### src/hdl/srss_pkg.sv
package srss_pkg;

   localparam int ROW_W       = 8;
   localparam int COL_W       = 16;
   localparam int ROW_COUNT_W = 9;
   localparam int COL_COUNT_W = 17;
   localparam int CSR_INDEX_W = 1;
   localparam int CSR_DATA_W  = 17;
   localparam int FILL_OUT_W  = 6;
   localparam int TOTAL_OUT_W = 14;

   localparam logic [ROW_COUNT_W-1:0] ROW_COUNT_RESET = 9'd256;
   localparam logic [COL_COUNT_W-1:0] COL_COUNT_RESET = 17'd65536;

   localparam logic [CSR_INDEX_W-1:0] CSR_ROW_COUNT = 1'b0;
   localparam logic [CSR_INDEX_W-1:0] CSR_COL_COUNT = 1'b1;

   localparam logic KIND_INSERT = 1'b0;

   typedef struct packed {
      logic             kind;
      logic [ROW_W-1:0] row;
      logic [COL_W-1:0] col;
      logic             last;
      logic             rerr;
   } item_type;

   typedef struct packed {
      logic                   found;
      logic [FILL_OUT_W-1:0]  row_fill;
      logic [TOTAL_OUT_W-1:0] total_entries;
      logic                   overflow;
      logic                   range_error;
      logic                   done_res;
   } rsp_type;

   typedef enum logic [2:0] {
      ST_IDLE,
      ST_FILL,
      ST_SCAN,
      ST_TAIL,
      ST_RESP
   } back_state_type;

endpackage

### src/hdl/srss_queue.sv
module srss_queue (
   input  logic               clock,
   input  logic               reset,
   input  logic               push,
   input  srss_pkg::item_type push_item,
   output logic               full,
   input  logic               pop,
   output logic               valid,
   output srss_pkg::item_type head
);
   import srss_pkg::*;

   item_type    mem_ff [2];
   logic        wr_ptr_ff;
   logic        rd_ptr_ff;
   logic [1:0]  count_ff;
   logic [1:0]  count_in;

   assign full  = (count_ff == 2'd2);
   assign valid = (count_ff != 2'd0);
   assign head  = mem_ff[rd_ptr_ff];

   always_comb begin
      count_in = count_ff;
      if (push && !pop) begin
         count_in = count_ff + 2'd1;
      end else if (pop && !push) begin
         count_in = count_ff - 2'd1;
      end
   end

   always_ff @(posedge clock) begin
      if (reset) begin
         wr_ptr_ff <= 1'b0;
         rd_ptr_ff <= 1'b0;
         count_ff  <= 2'd0;
      end else begin
         count_ff <= count_in;
         if (push) begin
            wr_ptr_ff <= !wr_ptr_ff;
         end
         if (pop) begin
            rd_ptr_ff <= !rd_ptr_ff;
         end
      end
   end

   always_ff @(posedge clock) begin
      if (push) begin
         mem_ff[wr_ptr_ff] <= push_item;
      end
   end

endmodule

### config.mk
export PLATFORM = sky130hd
export DESIGN_NAME = srss_queue
export DESIGN_NICKNAME = d
export VERILOG_FILES = /design/src/hdl/srss_pkg.sv /design/src/hdl/srss_queue.sv
export SDC_FILE = /design/constraint.sdc
export NUM_CORES = 1
export LEC_CHECK = 0
export ABC_CLOCK_PERIOD_IN_PS = 2200
export BUFFER_PORTS_ARGS = -buffer_cell sky130_fd_sc_hd__buf_2
export CORE_MARGIN = 4
export CORE_UTILIZATION = 48
export DETAILED_ROUTE_END_ITERATION = 7
export MAX_ROUTING_LAYER = met4
export PLACE_DENSITY = 0.74
export SLEW_MARGIN = 20
export SYNTH_ARGS = -nofsm -noshare
export SYNTH_HDL_FRONTEND = slang
export SYNTH_SLANG_ARGS = --single-unit
export TNS_END_PERCENT = 10
### constraint.sdc
create_clock -name clock -period 2.2 [get_ports clock]
set_input_delay 0.11 -clock clock [delete_from_list [all_inputs] [get_ports clock]]
set_output_delay 0.11 -clock clock [all_outputs]
set_load 0.01 [all_outputs]
==> results of run 1 <==
-- layer usage --
metal,up-vias,wire (um)
met1,569,1540
met3,8,254
met2,39,2020
li1,603,-
met5,-,0
met4,0,59
-- state kept, by name, summed over array words and instances (netlist names), named ones only --
name       cells
mem_ff        54
count_ff       2
wr_ptr_ff      1
rd_ptr_ff      1
-- worst max-delay path: cells and delay by family (launching register included) --
| kind | cells | cell delay [ns] |
|---|---|---|
| buffers and inverters | 2 | 0.37 |
| DFF | 1 | 0.60 |
| muxes | 1 | 0.35 |
-- Yosys cell counts, drive strengths merged --
cell type	number
inv	1
nor2b	1
and2	1
mux2	27
dfxtp	5
o21ai	1
buf	3
and2b	1
xor2	2
or2	1
nor2	4
edfxtp	54
ha	1
xnor2	2
a21oi	1
or3	1
-- layout make-up --
type | instances | share of cell area
Tap cell | 52 | 0.0218
Sequential cell | 59 | 0.576
Timing Repair Buffer | 91 | 0.206
Clock inverter | 4 | 0.0146
Clock buffer | 10 | 0.0427
Multi-Input combinational cell | 43 | 0.138
Inverter | 1 | 0.00126
-- per-stage QoR --
stage	cell area (sq um)	utilization	hold slack, ns	std cells	worst slack [ns]
after floorplan	2160	-	0.179	106	0.238
after global placement	2550	0.585	0.299	219	0.825
after detailed placement	2550	0.585	0.302	219	0.778
after CTS	2990	0.687	0.00382	260	0.433
after global routing	2990	0.687	0.0162	260	0.379
final	2990	0.687	0.0109	260	0.452
-- power by group through the flow --
stage	combinational (mW)	clock [mW]	sequential (mW)
after floorplan	0.172	0	1.34
after global placement	0.279	0	1.35
after detailed placement	0.289	0	1.36
after CTS	0.328	0.886	1.33
after global routing	0.351	0.951	1.34
final	0.322	0.863	1.33
-- logic make-up (layout without fill, tap and decap cells) --
family	after synthesis	after routing	synth area share
AOI/OAI and AO/OA	2	2	0.00462
xor gates and xnor gates	4	4	0.0162
adders and majority gates	1	1	0.00578
buffers and inverters	4	106	0.0145
DFF	59	59	0.796
muxes	27	27	0.141
and+or+nand+nor	9	9	0.0226
-- what timing repair did --
item | in CTS | in global routing
hold buffers | 27 | 0
endpoints found under the hold margin | 54 | 0
resized for setup | 0 | 0
-- worst paths after layout --
path                                 start                  endpoint  slack, ns  cells past startpoint
setup / recovery                      flop                  head[11]       0.45                      3
hold / removal                       reset    wr_ptr_ff$_SDFFE_PP0P_       0.01                      2
setup reg to reg    wr_ptr_ff$_SDFFE_PP0P_    mem_ff[1][0]$_DFFE_PP_       1.08                      2
hold reg to reg   count_ff[1]$_SDFFE_PP0P_  count_ff[1]$_SDFFE_PP0P_       0.52                      2
==> Implementation_results.wiki, run 1 <==
{| class="wikitable"
! Metric !! Value
|-
| Run status || completed
|-
| Power density over the cells || ~840 nW/um^2
|-
| Number of instances in the synthesized netlist || 106
|-
| Clock sink count || 59
|-
| Multi-input gate area || between 400 and 500 sq um
|-
| Relative contribution of the clock network to total power || 0.343
|-
| Number of standard-cell rows in the floorplan || 24
|-
| Critical path start-end classification || reg2out
|-
| Die Span Y || 75.1 um
|-
| Leakage || about 1.2 nW
|-
| Core Box Area || 4350 sq um
|-
| Achievable clock frequency || 572 MHz
|-
| Number of clock buffers inserted by TritonCTS || 9
|-
| Die span in x || about 75 um
|-
| Final cycle utilization of the critical path || 0.794
|-
| Number of DRC markers in iteration 0 || 49
|-
| Largest fanout on the critical path || 19
|-
| Met1 routing resource usage after global routing || 0.174
|-
| Starting density of the core || 0.497
|-
| Share of the synthesized area in the top cell type || 0.750
|-
| Count of boundary I/O pins || 60
|-
| Busiest metal layer after global routing || met2
|-
| Leading cell type in the layout, fill and taps excluded || sky130_fd_sc_hd__buf_2
|-
| Count of max-cap constraint violations || 0
|-
| Final critical path time including I/O delays and setup || 1.75 ns
|-
| Antenna violations before repair || 0
|-
| Switching Fraction || 0.212
|-
| Wire length per cell after detailed routing || roughly 15 um
|-
| Number of hold violations in the final report || 0
|-
| Total Power Consumption || 2.52 mW
|-
| Clock tree from TritonCTS || done
|-
| Buffers from clock root to sink, at most || 2
|-
| Combinational power share || 0.128
|-
| Clock tree skew after final layout || between 0.006 and 0.007 ns
|-
| Number of buffers added on ports || 59
|-
| Final Max Tran Viols || 0
|-
| Antenna-violating nets left || 0
|-
| CP endpoint kind || primary output
|-
| Clock root buffer || sky130_fd_sc_hd__clkbuf_8
|-
| Maximum number of pins on one net before global-route repair || 20
|-
| Max-slew headroom at the worst pin || 0.693
|-
| Via count of the first global-routing pass || 1299
|-
| Wire length of the first global-routing pass || 5960 um
|-
| HPWL after detailed placement || around 2600 um
|-
| CP peak stage delay || 0.60 ns
|-
| Die Area || 5650 sq um
|-
| Number of levels in the clock H-tree || 3
|-
| Remaining global-route overflow || 0
|-
| Register area share after synthesis || 0.796
|-
| Signal arrival time at the worst endpoint || 1.64 ns
|-
| Commonest non-fill, non-tap cells in the layout || sky130_fd_sc_hd__buf_2, sky130_fd_sc_hd__edfxtp_1, sky130_fd_sc_hd__mux2_2, sky130_fd_sc_hd__dlygate4sd3_1, sky130_fd_sc_hd__clkbuf_8
|-
| Internal power consumption || 1.98 mW
|-
| Worst-path cell with the longest stage delay || sky130_fd_sc_hd__dfxtp_1
|-
| Vias/cell || 4.69
|-
| Sequential group share of total power || 0.529
|-
| Setup Fix Bufs, Post-CTS || 0
|-
| Synth Net Count || 138
|-
| Cell types with the largest area share after synthesis || sky130_fd_sc_hd__edfxtp_1, sky130_fd_sc_hd__mux2_2, sky130_fd_sc_hd__dfxtp_1
|-
| Fraction of layout instances using a drive strength above 1 || 0.510
|-
| Drt first pass iters || 4
|-
| Total of flip-flops plus latches after synthesis || between 50 and 60
|-
| Netlist area before placement || between 2000 and 2500 sq um
|-
| DRC violations left || 0
|-
| Met2 demand-to-capacity share in global routing || 0.255
|-
| Switching power summed over all nets || 0.535 mW
|-
| Register Area || 1720 sq um
|-
| Path category of the worst min-delay check || in2reg
|-
| # nets final || 237
|-
| Met3 track utilization from global routing || 0.0414
|-
| Number of distinct standard cells referenced by the synthesized netlist || 17
|-
| Setup-failing EPs final || 0
|-
| Endpoint required time on the critical path || 2.09 ns
|-
| Filler Cell Count || 304
|-
| Cell taking the most area after synthesis || sky130_fd_sc_hd__edfxtp_1
|-
| Total wirelength of the detailed-routed design || 3870 um
|-
| Area grow syn2layout || 38.2%
|-
| Gr usage total || 0.154
|-
| Crit path cell chain || buf_12 > mux2_2 > buf_2
|-
| IR Drop Worst-Case VDD || 0.000549 V
|-
| Final-layout setup total negative slack || 0 ns
|-
| RSZ-0062 raised after global routing || false
|-
| Worst-margin pin slew || 0.460 ns
|-
| Antenna Diode Count || 0
|-
| Sort of element at the start of the critical path || flop
|-
| Gp weighted congestion || 0.728
|-
| Via count of the routed design || 1219
|-
| Clock latency reported for the late side of the worst-skew pair || 0.31 ns
|-
| Yosys Warn Count || 0
|-
| Average instance area after synthesis || ~20 sq um
|-
| Reg clk slew, reported paths || 0.06 ns
|}
Note: power is estimated with default switching activity, not from simulation.
==> inputs of run 2 (changes only) <==
--- a/config.mk
+++ b/config.mk
@@ -5,10 +5,10 @@
 export SDC_FILE = /design/constraint.sdc
 export NUM_CORES = 1
 export LEC_CHECK = 0
-export ABC_CLOCK_PERIOD_IN_PS = 2200
+export ABC_CLOCK_PERIOD_IN_PS = 1510
 export BUFFER_PORTS_ARGS = -buffer_cell sky130_fd_sc_hd__buf_2
 export CORE_MARGIN = 4
-export CORE_UTILIZATION = 48
+export CORE_UTILIZATION = 46
 export DETAILED_ROUTE_END_ITERATION = 7
 export MAX_ROUTING_LAYER = met4
 export PLACE_DENSITY = 0.74
==> constraint.sdc (replaced) <==
create_clock -name clock -period 1.51 [get_ports clock]
set_input_delay 0.0755 -clock clock [delete_from_list [all_inputs] [get_ports clock]]
set_output_delay 0.0755 -clock clock [all_outputs]
set_load 0.01 [all_outputs]
==> run 2 against run 1 <==
  * Wire length up 3.8%
  * Sequential power increased by 45%
  * Die area is 3.9% higher
  * Via count up 3.1%
  * Critical path type unchanged
  * Critical endpoint is now head[5]
  * Largest power group unchanged
  * Highest routed layer unchanged
==> Implementation_results.wiki, run 2 (same netlist as run 1, synthesis figures left out) <==
{| class="wikitable"
! Metric !! Value
|-
| Leakage || 1.18 nW (+0.39%)
|-
| Final Max Tran Viols || 0 (unchanged)
|-
| Internal power consumption || 2.90 mW (+46%)
|-
| IR Drop Worst-Case VDD || 0.000937 V (+71%)
|-
| Number of DRC markers in iteration 0 || 50 (+2.0%)
|-
| Switching power summed over all nets || 0.792 mW (+48%)
|-
| # nets final || 239 (+0.84%)
|-
| Count of boundary I/O pins || 60 (unchanged)
|-
| Commonest non-fill, non-tap cells in the layout || sky130_fd_sc_hd__buf_2, sky130_fd_sc_hd__edfxtp_1, sky130_fd_sc_hd__dlygate4sd3_1, sky130_fd_sc_hd__mux2_2, sky130_fd_sc_hd__clkbuf_8
|-
| Setup-failing EPs final || 0 (unchanged)
|-
| Critical path start-end classification || reg2out
|-
| Launch point of the worst reg-to-reg path || wr_ptr_ff$_SDFFE_PP0P_
|-
| Number of clock buffers inserted by TritonCTS || 9 (unchanged)
|-
| Max-slew headroom at the worst pin || 0.870 (+0.177)
|-
| Die Span Y || 76.6 um (+1.9%)
|-
| Clock root buffer || sky130_fd_sc_hd__clkbuf_8
|-
| Largest fanout on the critical path || 14 (-5)
|-
| Sort of element at the start of the critical path || flop
|-
| Vias/cell || 4.78 (+1.9%)
|-
| Endpoint required time on the critical path || 1.43 ns (-0.66 ns)
|-
| Worst slack, placed || 0.388 ns (-0.390 ns)
|-
| RSZ-0062 raised after global routing || true
|-
| Number of hold violations in the final report || 0 (unchanged)
|-
| Power density over the cells || 1230 nW/um^2 (+46%)
|-
| Area grow syn2layout || 38.6%
|-
| Starting density of the core || 0.487 (-0.0101)
|-
| Signal arrival time at the worst endpoint || 1.38 ns (-0.26 ns)
|-
| Max reg flops || 54 (unchanged)
|-
| Final cycle utilization of the critical path || 0.962
|-
| Wire length per cell after detailed routing || 15.3 um (+2.6%)
|-
| Final critical path time including I/O delays and setup || 1.45 ns
|-
| Switching Fraction || 0.215 (+0.00254)
|-
| Antenna Diode Count || 0 (unchanged)
|-
| Clock tree skew after final layout || 0.00410 ns (-0.00215 ns)
|-
| CP endpoint kind || primary output
|-
| Gr usage total || 0.156 (+0.00185)
|-
| Fraction of layout instances using a drive strength above 1 || 0.502 (-0.00725)
|-
| Antenna-violating nets left || 0 (unchanged)
|-
| Gp weighted congestion || 0.632 (-13%)
|-
| Achievable clock frequency || 689 MHz
|-
| Combinational power share || 0.129 (about the same)
|-
| Relative contribution of the clock network to total power || 0.347 (+0.004)
|-
| Worst min-delay path startpoint || push
|-
| Biggest registers after layout || mem_ff (54), count_ff (2)
|-
| Leading cell type in the layout, fill and taps excluded || sky130_fd_sc_hd__buf_2
|-
| Core Box Area || 4440 sq um (+2.1%)
|-
| Maximum number of pins on one net before global-route repair || 15 (-25%)
|-
| Remaining global-route overflow || 0 (unchanged)
|-
| Die span in x || 76.6 um (+1.9%)
|-
| Clock tree from TritonCTS || done
|-
| Buffers from clock root to sink, at most || 2 (unchanged)
|-
| HPWL after detailed placement || 2720 um (+3.5%)
|-
| Path category of the worst min-delay check || in2reg
|-
| Run status || completed
|-
| Total wirelength of the detailed-routed design || 4020 um (+3.8%)
|-
| Number of levels in the clock H-tree || 3 (unchanged)
|-
| Antenna violations before repair || 0 (unchanged)
|-
| Total Power Consumption || 3.69 mW (+46%)
|-
| Number of buffers added on ports || 59 (unchanged)
|-
| Clock sink count || 59 (unchanged)
|-
| Clock latency reported for the late side of the worst-skew pair || 0.32 ns (about the same)
|-
| PnR worst setup slack || 0.0581 ns (-0.394 ns)
|-
| Drt first pass iters || 4 (unchanged)
|-
| Number of standard-cell rows in the floorplan || 24 (unchanged)
|-
| Worst-margin pin slew || 0.195 ns (-0.265 ns)
|-
| Reg-to-reg slack, setup || 0.45 ns (-0.63 ns)
|-
| Die Area || 5860 sq um (+3.9%)
|-
| Reg clk slew, reported paths || 0.06 ns (about the same)
|-
| DRC violations left || 0 (unchanged)
|-
| Wire length of the first global-routing pass || 6680 um (+12%)
|-
| Via count of the first global-routing pass || 1377 (+6.0%)
|-
| Count of max-cap constraint violations || 0 (unchanged)
|-
| Via count of the routed design || 1257 (+3.1%)
|-
| Register with the most flip-flops || mem_ff
|-
| Sequential group share of total power || 0.524 (-0.005)
|}
## run 2: area by class of cell
type,count,area (sq um)
multi-input combinational,43,413
fill,316,1450
tap,52,65.1
sequential,59,1720
clock buffer,11,131
clock inverter,4,42.5
inverter,1,3.75
timing repair buffer,93,621
## run 2: timing repair
item | 4_1_cts | 5_1_grt
setup endpoints to repair | 0 | 1
resized for setup | 0 | 0
hold buffers | 28 | 0
setup buffers | 0 | 0
endpoints found under the hold margin | 59 | 0
## run 2: critical path, cell delays in order (launching register included)
cell and delay, ns:
sky130_fd_sc_hd__dfxtp_1 0.32, sky130_fd_sc_hd__buf_4 0.22, sky130_fd_sc_hd__mux2_2 0.36, sky130_fd_sc_hd__buf_2 0.14
## run 2: through the flow
step	cell area, sq um	utilization	instances	setup TNS, ns	hold WS, ns
after floorplan	2170	-	106	0	0.145
after global placement	2540	0.572	220	0	0.264
after detailed placement	2540	0.572	220	0	0.267
after CTS	3000	0.675	263	0	0.0494
after global routing	3000	0.675	263	-0.00731	0.0627
final	3000	0.675	263	0	0.0556
## run 2: path summary, 6_finish.rpt
check        depth (start not counted)                        to
max                                  3                   head[5]
min                                  3    wr_ptr_ff$_SDFFE_PP0P_
max reg2reg                          2   mem_ff[1][21]$_DFFE_PP_
min reg2reg                          2  count_ff[1]$_SDFFE_PP0P_
## run 2: routing by layer
| layer | routed length (um) | global-route usage | vias to the layer above |
|---|---|---|---|
| met2 | 2200 | 0.258 | 39 |
| li1 | - | - | 606 |
| met3 | 195 | 0.0544 | 6 |
| met5 | 0 | - | - |
| met4 | 54 | 0.0707 | 0 |
| met1 | 1570 | 0.168 | 606 |
## run 2: power by group through the flow
stage	Combinational [mW]	Sequential (mW)	Clock [mW]
after global placement	0.410	1.96	0
after global routing	0.522	1.94	1.40
after CTS	0.488	1.93	1.31
after floorplan	0.251	1.96	0
after detailed placement	0.429	1.97	0
final	0.477	1.93	1.28
