==> src/hdl/srss_pkg.sv <==
package srss_pkg;

   localparam int ROW_W       = 8;
   localparam int COL_W       = 16;
   localparam int ROW_COUNT_W = 9;
   localparam int COL_COUNT_W = 17;
   localparam int CSR_INDEX_W = 1;
   localparam int CSR_DATA_W  = 17;
   localparam int FILL_OUT_W  = 6;
   localparam int TOTAL_OUT_W = 14;

   localparam logic [ROW_COUNT_W-1:0] ROW_COUNT_RESET = 9'd256;
   localparam logic [COL_COUNT_W-1:0] COL_COUNT_RESET = 17'd65536;

   localparam logic [CSR_INDEX_W-1:0] CSR_ROW_COUNT = 1'b0;
   localparam logic [CSR_INDEX_W-1:0] CSR_COL_COUNT = 1'b1;

   localparam logic KIND_INSERT = 1'b0;

   typedef struct packed {
      logic             kind;
      logic [ROW_W-1:0] row;
      logic [COL_W-1:0] col;
      logic             last;
      logic             rerr;
   } item_type;

   typedef struct packed {
      logic                   found;
      logic [FILL_OUT_W-1:0]  row_fill;
      logic [TOTAL_OUT_W-1:0] total_entries;
      logic                   overflow;
      logic                   range_error;
      logic                   done_res;
   } rsp_type;

   typedef enum logic [2:0] {
      ST_IDLE,
      ST_FILL,
      ST_SCAN,
      ST_TAIL,
      ST_RESP
   } back_state_type;

endpackage

==> src/hdl/srss_front.sv <==
module srss_front #(
   parameter int ROWS     = 256,
   parameter int COL_BITS = 16
) (
   input  logic                                 clock,
   input  logic                                 reset,
   input  logic                                 csr_wr_en,
   input  logic [srss_pkg::CSR_INDEX_W-1:0]     csr_index,
   input  logic [srss_pkg::CSR_DATA_W-1:0]      csr_wdata,
   input  logic                                 req_valid,
   input  logic                                 req_kind,
   input  logic [srss_pkg::ROW_W-1:0]           req_row,
   input  logic [srss_pkg::COL_W-1:0]           req_col,
   input  logic                                 req_batch_last,
   input  logic                                 q_full,
   output logic                                 push,
   output srss_pkg::item_type                   push_item
);
   import srss_pkg::*;

   localparam logic [32:0] COL_LIM = 33'(1) << COL_BITS;

   logic [ROW_COUNT_W-1:0] row_count_ff;
   logic [COL_COUNT_W-1:0] col_count_ff;
   logic [31:0]            row_wide;
   logic [32:0]            col_wide;
   logic                   row_bad;
   logic                   col_bad;

   always_ff @(posedge clock) begin
      if (reset) begin
         row_count_ff <= ROW_COUNT_RESET;
         col_count_ff <= COL_COUNT_RESET;
      end else if (csr_wr_en) begin
         unique case (csr_index)
            CSR_ROW_COUNT: row_count_ff <= csr_wdata[ROW_COUNT_W-1:0];
            CSR_COL_COUNT: col_count_ff <= csr_wdata[COL_COUNT_W-1:0];
            default: ;
         endcase
      end
   end

   // The range check is settled here so that the back end only ever sees a
   // row and column that fit its memories.
   assign row_wide = 32'(req_row);
   assign col_wide = 33'(req_col);
   assign row_bad  = ({1'b0, req_row} >= row_count_ff) || (row_wide >= 32'(ROWS));
   assign col_bad  = ({1'b0, req_col} >= col_count_ff) || (col_wide >= COL_LIM);

   assign push = req_valid && !q_full;

   always_comb begin
      push_item.kind = req_kind;
      push_item.row  = req_row;
      push_item.col  = req_col;
      push_item.last = req_batch_last;
      push_item.rerr = row_bad || col_bad;
   end

endmodule

==> config.mk <==
export PLATFORM = sky130hd
export DESIGN_NAME = srss_front
export DESIGN_NICKNAME = d
export VERILOG_FILES = /design/src/hdl/srss_pkg.sv /design/src/hdl/srss_front.sv
export SDC_FILE = /design/constraint.sdc
export NUM_CORES = 1
export LEC_CHECK = 0
export BUFFER_PORTS_ARGS = -buffer_cell sky130_fd_sc_hd__clkbuf_2
export CAP_MARGIN = 10
export CORE_UTILIZATION = 47
export CTS_CLUSTER_SIZE = 16
export DETAILED_ROUTE_END_ITERATION = 10
export MAX_ROUTING_LAYER = met4
export PLACE_DENSITY_LB_ADDON = 0.15
export RECOVER_POWER = 25
export SLEW_MARGIN = 25
export SYNTH_ARGS = -nofsm -noshare
export SYNTH_HDL_FRONTEND = slang
export SYNTH_SLANG_ARGS = --single-unit
==> constraint.sdc <==
create_clock -name clock -period 2.5 [get_ports clock]
set_clock_uncertainty 0.05 [all_clocks]
set_input_delay 0.25 -clock clock [delete_from_list [all_inputs] [get_ports clock]]
set_output_delay 0.25 -clock clock [all_outputs]
set_load 0.01 [all_outputs]
==> run metrics, run 1 <==
CTS root buffer=clkbuf_4; Post-Synthesis Net Count=297; Worst Setup SP=col_count_ff[10]; worst-margin pin slew=0.658 ns; most common cell after layout, fill and taps aside=clkbuf_2; Leakage=0.880 nW; hold buffer count at cts=0; drt initial violations=27; HPWL after DPL=2570 µm; largest net degree at the start of global routing=27; DRT Wirelength=3150 µm; area post-placement=1890 µm²; Vias=1,454; Nets=340; Die X-Extent=62.2 µm; combinational share of power=24.3%; Reg power frac=54.2%; final RePlAce weighted congestion=0.720; router iterations before antenna repair=4; initial antenna violation count=0; P_sw=0.237 mW; final core occ=56.3%; Synth Area per Inst=7.60 µm²; DIE AREA=3870 µm²; total CTS buffers=3; H-tree levels=1; Int Power=0.582 mW; most frequent cells in the layout=60 x clkbuf_2, 55 x nand2_1, 33 x a21oi_1, 25 x inv_1, 25 x dfxtp_1; Slew headroom=56.0%; Final Cycle Share=96.1%; final hold vios=0; Clk pwr share=21.6%; Max-cap violations=0; placed insts=308; Yosys cell types=23; core area=3390 µm²; Worst setup EP type=primary output; critical path class=reg -> out; share of cells above drive strength 1=25.3%; # DRC=0; Setup Slack @ Placement=0.399 ns; overall power=0.819 mW; Initial Utilization=50.2%; post-CTS setup buffer count=0; Via density=4.68; drt wl/cell=10.1 µm; setup violators final=0; highest clock rate=0.416 GHz; Sw Share=28.9%; fill cell count=368; clock buffer depth=2; Max Slew Vio Count=0; Final ANT Viol Nets=0; CP startpoint kind=register; # clock sinks=26; worst skew pair latency=0.32 ns; crit path DAT=2.10 ns; peak supply drop=0.265 mV; FP Rows=21; synthesized area=1700 µm²; CP Data Required Time=2.20 ns; setup TNS=0 ns; Final WS setup=0.0964 ns; number of global-route vias before repair=1,260; WHS=0.0820 ns; largest fanout on the critical path=2; sequential cell area fraction in the yosys report=30.6%; type of the worst min-delay path=in -> reg; Ports=77; global-route wire length before repair=5330 µm; remaining global-route overflow=0; power per standard cell area=430 nW/µm²; final worst path period need=2.40 ns; Layout Cells excl Fill=311; RSZ-0062 raised after global routing=false; Crit Reg-Reg Startpoint=col_count_ff[2]; Synth Register Bits=26; cts repair resizes=0; IO buf count=72; All-Layer GR Usage=17.3%; P&R area growth vs syn=12.1%; diode count=0; Die Y=62.2 µm; CTS tree=yes; run status=finished clean; yosys warns=0; hold path startpoint=csr_wdata[15]; Synth Instances=224; clk slew on worst S/H paths=0.13 ns; post-route cell area=1910 µm²
## critical path, stage by stage, from the launching register on
cell       delay, ns
dfxtp_1         0.35
inv_1           0.04
ha_1            0.28
a21o_1          0.16
a221o_1         0.34
a2111oi_2       0.30
o311ai_1        0.14
buf_2           0.16
## registers in the layout, summed over array words and instances (netlist names)
register,count
row_count_ff,9
col_count_ff,17
## metal layers
metal / share of wire [%] / GRT usage (%) / routed length (µm) / up-vias
li1: - / - / - / 795
met3: 4.5 / 3.49 / 141 / 2
met4: 0.29 / 4.65 / 9 / 0
met2: 47 / 27.6 / 1470 / 39
met5: 0 / - / 0 / -
met1: 49 / 22.3 / 1530 / 618
## Yosys cell counts (all sizes together)
library cell / n / share of area (%)
a2111oi: 2 / 1.4
a211o: 1 / 0.51
a21o: 2 / 0.88
a21oi: 33 / 9.7
a221o: 1 / 0.59
and2: 2 / 0.74
and4b: 1 / 0.59
buf: 27 / 12
clkbuf: 7 / 1.5
dfxtp: 26 / 31
ha: 24 / 18
inv: 25 / 5.5
nand2: 55 / 12
nand2b: 2 / 0.74
nand3: 4 / 1.2
nand3b: 2 / 0.88
nand4: 3 / 1.1
nor2: 1 / 0.22
nor2b: 4 / 1.5
o21ai: 1 / 0.29
o311ai: 1 / 0.51
## logic make-up after synthesis
family,synth area share (%)
fa+ha+maj,17.6
flops,30.6
simple gates,19.0
compound gates,13.9
buf+inv,18.8
## power by group through the flow
stage	clock [mW]	sequential (mW)	combinational, mW
after detailed placement	0	0.453	0.201
final	0.177	0.444	0.199
after global placement	0	0.453	0.198
after CTS	0.188	0.444	0.202
after floorplan	0	0.451	0.146
after global routing	0.202	0.447	0.228
## cell type report
class | count | area, µm² | share of cell area [%]
Inverter | 25 | 93.8 | 4.92
Multi-Input combinational cell | 139 | 865 | 45.3
Tap cell | 46 | 57.6 | 3.02
Clock buffer | 3 | 22.5 | 1.18
Timing Repair Buffer | 72 | 347 | 18.2
Sequential cell | 26 | 522 | 27.4
## path summary, 6_finish.rpt
path,cells past startpoint,end,slack (ns)
max,7,push_item[0],0.1
min,3,col_count_ff[15],0.08
max reg2reg,2,col_count_ff[2],1.82
min reg2reg,2,col_count_ff[15],0.41
Note: power is estimated with default switching activity, not from simulation.
==> inputs of run 2 (changes only) <==
--- a/config.mk
+++ b/config.mk
@@ -5,6 +5,7 @@
 export SDC_FILE = /design/constraint.sdc
 export NUM_CORES = 1
 export LEC_CHECK = 0
+export ABC_AREA = 1
 export BUFFER_PORTS_ARGS = -buffer_cell sky130_fd_sc_hd__clkbuf_2
 export CAP_MARGIN = 10
 export CORE_UTILIZATION = 47
==> run 2 against run 1 <==
Compared with the run above:
- maximum frequency is 24% higher
- clock power is 99% higher
- sequential share of layout area is 1.0 points lower
- total power is 27% higher
- global-route usage is 0.46 points higher
- largest cell class unchanged
==> run metrics, run 2 <==
worst-margin pin slew=0.874 ns; most frequent cells in the layout=61 x clkbuf_2, 36 x inv_1, 32 x nand2_1, 29 x a21oi_1, 26 x dfxtp_1; max reg flops=17; H-tree levels=1; worst reg-to-reg setup slack=1.74 ns; hold buffer count at cts=0; cts repair resizes=0; hold path startpoint=csr_wdata[16]; router iterations before antenna repair=4; Nets=352; Post-Synthesis Net Count=307; CP startpoint kind=register; Max-cap violations=0; largest register by flop count=col_count_ff; CTS root buffer=clkbuf_8; setup TNS=0 ns; synthesized area=1730 µm²; worst skew pair latency=0.27 ns; setup violators final=0; max incr delay on CP=0.32 ns; highest clock rate=0.516 GHz; main flop type after synthesis=dfxtp_1; DIE AREA=3930 µm²; area leader, netlist=dfxtp_1; Die Y=62.7 µm; total CTS buffers=3; peak supply drop=0.380 mV; routed wl met2=1440 µm; Final WS setup=0.561 ns; routed length on met3=152 µm; CTS tree=yes; Crit-path slowest cell=dfxtp_1; HPWL after DPL=2650 µm; initial antenna violation count=0; Via density=4.68; final RePlAce weighted congestion=0.815; yosys warns=0; diode count=0; Min-Delay Endpoint=col_count_ff[16]; type of the worst min-delay path=in -> reg; Critical Path Stages=11; Leakage=1.01 nW; wl on met1=1580 µm; Synth async-reset ratio=0%; number of global-route vias before repair=1,266; post-CTS setup buffer count=0; Setup Slack @ Placement=0.813 ns; Yosys cell types=25; drt initial violations=45; depth of the most critical reg-to-reg path=2; overall power=1.04 mW; critical path class=reg -> out; CP top delay family=simple AND/OR/NAND/NOR gates; largest fanout on the critical path=3; # clock sinks=26; final hold vios=0; RSZ-0062 raised after global routing=false; FP Rows=21; WHS=0.156 ns; CP bufs+invs=3; drt wl/cell=9.92 µm; final worst path period need=1.94 ns; commonest cells in the netlist=36 x inv_1, 32 x nand2_1, 29 x a21oi_1; sequential cell area fraction in the yosys report=30.0%; power per standard cell area=524 nW/µm²; Vias=1,515; most common cell after layout, fill and taps aside=clkbuf_2; final core occ=57.5%; IO buf count=72; Ports=77; core area=3440 µm²; P&R area growth vs syn=14.2%; crit-path cells=inv_1, ha_1, nand2_1, inv_1, nand2_1, nand2_1, nand2_1, nand3_1, nor2_1, nand3_1, clkbuf_2; All-Layer GR Usage=17.8%; clock buffer depth=2; run status=finished clean; CP Data Required Time=2.20 ns; biggest regs=col_count_ff x17, row_count_ff x9; top post-synthesis cells by area=dfxtp_1 30%, ha_1 17%, buf_4 11%; # DRC=0; Final ANT Viol Nets=0; Max Slew Vio Count=0; global-route wire length before repair=5380 µm; most used cell, CP=nand2_1; dominant cell by count in the synthesized netlist=inv_1; crit path DAT=1.64 ns; Initial Utilization=50.3%; DRT Wirelength=3220 µm; largest net degree at the start of global routing=33; Crit Reg-Reg Startpoint=row_count_ff[8]; Die X-Extent=62.7 µm; remaining global-route overflow=0; share of cells above drive strength 1=25.2%; Synth Register Bits=26; Slew headroom=41.6%; Synth Area per Inst=7.41 µm²; clk slew on worst S/H paths=0.09 ns; EDFF count, synth=0; Synth Instances=234; Final Cycle Share=77.6%; Worst setup EP type=primary output; Max Used Layer=met4; Hold Crit Depth=3; post-synth top area share=30.0%; Crit Reg-Reg Endpoint=row_count_ff[8]
## run 2: cell families (layout without fill, tap and decap cells)
family | Yosys count | in the layout | synth area share, %
buffers and inverters | 71 | 115 | 21.8
AO/OA/AOI/OAI | 59 | 59 | 18.0
adder cells (fa/ha/maj) | 24 | 24 | 17.3
flip-flops | 26 | 26 | 30.0
AND/OR/NAND/NOR | 54 | 54 | 12.9
## run 2: how the worst max path moves through the flow
stage,from,endpoint,slack [ns]
after global routing,row_count_ff[4],push_item[0],0.38
after detailed placement,req_row[4],push_item[0],0.81
after CTS,row_count_ff[4],push_item[0],0.52
final,row_count_ff[4],push_item[0],0.56
after global placement,req_row[4],push_item[0],0.84
after floorplan,row_count_ff[4],push_item[0],1.08
## run 2: cell type report
| class | instances | area, µm² |
|---|---|---|
| fillers | 368 | 1460 |
| well taps | 46 | 57.6 |
| multi-input cells | 137 | 835 |
| inverters | 39 | 148 |
| repair buffers | 72 | 347 |
| clock buffers | 3 | 41.3 |
| flip-flops and latches | 26 | 520 |
| clock inverters | 1 | 30.0 |
## run 2: metal layers
| layer | up-vias | global-route usage [%] |
|---|---|---|
| met5 | - | - |
| met2 | 44 | 28.0 |
| met3 | 4 | 4.20 |
| met4 | 0 | 5.52 |
| met1 | 637 | 22.4 |
| li1 | 830 | - |
## run 2: worst reg2reg max path, stage by stage, from the launching register on
cell	delay, ns
dfxtp_1	0.38
inv_2	0.07
o211ai_1	0.18
## run 2: metrics by stage
step,instances,area [µm²]
after floorplan,234,1730
after global placement,320,1920
after detailed placement,320,1920
after CTS,324,1990
after global routing,324,1980
final,324,1980
## run 2: report_power, final
group	internal (mW)	switching (mW)
Clock	0.214	0.138
Sequential	0.442	0.00750
Combinational	0.102	0.133
==> inputs of run 3 (changes only) <==
--- a/config.mk
+++ b/config.mk
@@ -8,7 +8,7 @@
 export ABC_AREA = 1
 export BUFFER_PORTS_ARGS = -buffer_cell sky130_fd_sc_hd__clkbuf_2
 export CAP_MARGIN = 10
-export CORE_UTILIZATION = 47
+export CORE_UTILIZATION = 43
 export CTS_CLUSTER_SIZE = 16
 export DETAILED_ROUTE_END_ITERATION = 10
 export MAX_ROUTING_LAYER = met4
==> constraint.sdc (replaced) <==
create_clock -name clock -period 1.7 [get_ports clock]
set_clock_uncertainty 0.05 [all_clocks]
set_input_delay 0.17 -clock clock [delete_from_list [all_inputs] [get_ports clock]]
set_output_delay 0.17 -clock clock [all_outputs]
set_load 0.01 [all_outputs]
==> run 3 against run 2 <==
Compared with the run above:
- the run now ends with setup timing left
- clock power increased by 16%
- die area rose by 9.0%
- hold slack worse by 0.094 ns
- first-iteration DRC count is 51% lower
- cell area increased by 13%
- total power increased by 46%
- sequential power is 49% higher
- non-clock buffer count increased by 4
==> run metrics, run 3 (synthesized netlist as in run 2, its figures left out) <==
Worst Setup SP=col_count_ff[14]; Slew headroom=80.9%; share of cells above drive strength 1=44.3%; drt initial violations=22; worst reg-to-reg setup slack=0.96 ns; Crit-path slowest cell=dfxtp_1; peak supply drop=0.281 mV; worst skew pair latency=0.27 ns; worst-margin pin slew=0.286 ns; biggest regs=col_count_ff x17, row_count_ff x9; CP startpoint kind=register; CTS root buffer=clkbuf_8; WHS=0.0620 ns; CP Data Required Time=1.48 ns; final worst path period need=1.78 ns; Max-cap violations=0; router iterations before antenna repair=6; remaining global-route overflow=0; Layout Cells excl Fill=330; placed insts=323; crit path DAT=1.56 ns; P&R area growth vs syn=29.1%; Ports=77; depth of the most critical reg-to-reg path=3; number of global-route vias before repair=1,304; Max Slew Vio Count=0; CP bufs+invs=2; CP top delay family=simple AND/OR/NAND/NOR gates; largest register by flop count=col_count_ff; max reg flops=17; FP Rows=22; overall power=1.51 mW; GR Util met1=22.9%; Final Cycle Share=104%; crit-path cells=inv_2, ha_4, nand4_1, nor3_2, nand2_1, nand3_1, buf_2; DRT Wirelength=3560 µm; Setup Slack @ Placement=0.155 ns; total CTS buffers=3; Register Area=533 µm²; fill cell count=387; gr busiest metal=met2; critical path class=reg -> out; IO buf count=72; global-route wire length before repair=5590 µm; final core occ=59.3%; power per standard cell area=676 nW/µm²; clk slew on worst S/H paths=0.09 ns; Critical Path Stages=7; Vias=1,535; largest net degree at the start of global routing=33; Nets=356; met3 GRT Util=1.91%; Final ANT Viol Nets=0; largest fanout on the critical path=2; final RePlAce weighted congestion=0.779; Crit Reg-Reg Startpoint=col_count_ff[1]; Final WS setup=-0.0763 ns; type of the worst min-delay path=in -> reg; crit path capture=push_item[0]; Crit Reg-Reg Endpoint=col_count_ff[1]; diode count=0; initial antenna violation count=0; Via density=4.65; HPWL after DPL=2640 µm; failing checks=setup timing; post-route cell area=2240 µm²; Die Y=65.5 µm; multi-input logic area=1060 µm²; CTS tree=yes; drt wl/cell=10.8 µm; met2 usage=26.4%; Initial Utilization=46.0%; max incr delay on CP=0.33 ns; clock buffer depth=2; most common cell after layout, fill and taps aside=clkbuf_2; area post-placement=1930 µm²; RSZ-0062 raised after global routing=true; highest clock rate=0.563 GHz; Leakage=1.03 nW; setup TNS=-0.0763 ns; core area=3770 µm²; Worst setup EP type=primary output; Die X-Extent=65.5 µm; # DRC=0; run status=complete, but fails checks; setup violators final=1; H-tree levels=1; final hold vios=0; # clock sinks=26; most frequent cells in the layout=60 x clkbuf_2, 27 x a21oi_1, 26 x nand2_1, 21 x inv_1, 20 x o21ai_0; DIE AREA=4290 µm²; All-Layer GR Usage=17.2%
-- run 3: how the worst min path moves through the flow --
stage                              start               end  slack, ns  depth (start not counted)
final                      csr_wdata[16]  col_count_ff[16]       0.06                          3
after global placement    req_batch_last      push_item[1]       0.29                          0
after CTS                  csr_wdata[16]  col_count_ff[16]       0.07                          3
after global routing       csr_wdata[16]  col_count_ff[16]       0.08                          3
after floorplan            csr_wdata[16]  col_count_ff[16]       0.25                          2
after detailed placement  req_batch_last      push_item[1]       0.29                          0
-- run 3: final cells by class --
type	instances	share of cell area, %
Clock buffer	4	2.46
Timing Repair Buffer	76	16.8
Tap cell	48	2.68
Sequential cell	26	23.8
Inverter	39	6.60
Multi-Input combinational cell	137	47.6
-- run 3: worst reg2reg max path, stage by stage, from the launching register on --
cell and delay [ns]:
dfxtp_2 0.33, inv_2 0.04, buf_4 0.12, a21oi_1 0.12
-- run 3: what timing repair did --
action | in CTS | in global routing
hold buffers | 0 | 0
buffers inserted | 1 | 2
gates cloned | 0 | 0
pin swaps | 11 | 19
gates resized for setup | 17 | 36
setup endpoints to repair | 1 | 1
-- run 3: power by group --
part / total, mW / internal, mW / switching (mW)
sequential: 0.668 / 0.653 / 0.0156
combinational: 0.438 / 0.204 / 0.235
clock: 0.407 / 0.207 / 0.199
total: 1.51 / 1.06 / 0.450
-- run 3: routing by layer --
metal / vias up / part of all wire [%]
li1: 838 / -
met1: 649 / 50
met2: 45 / 45
met3: 3 / 4.0
met4: 0 / 0.84
met5: - / 0
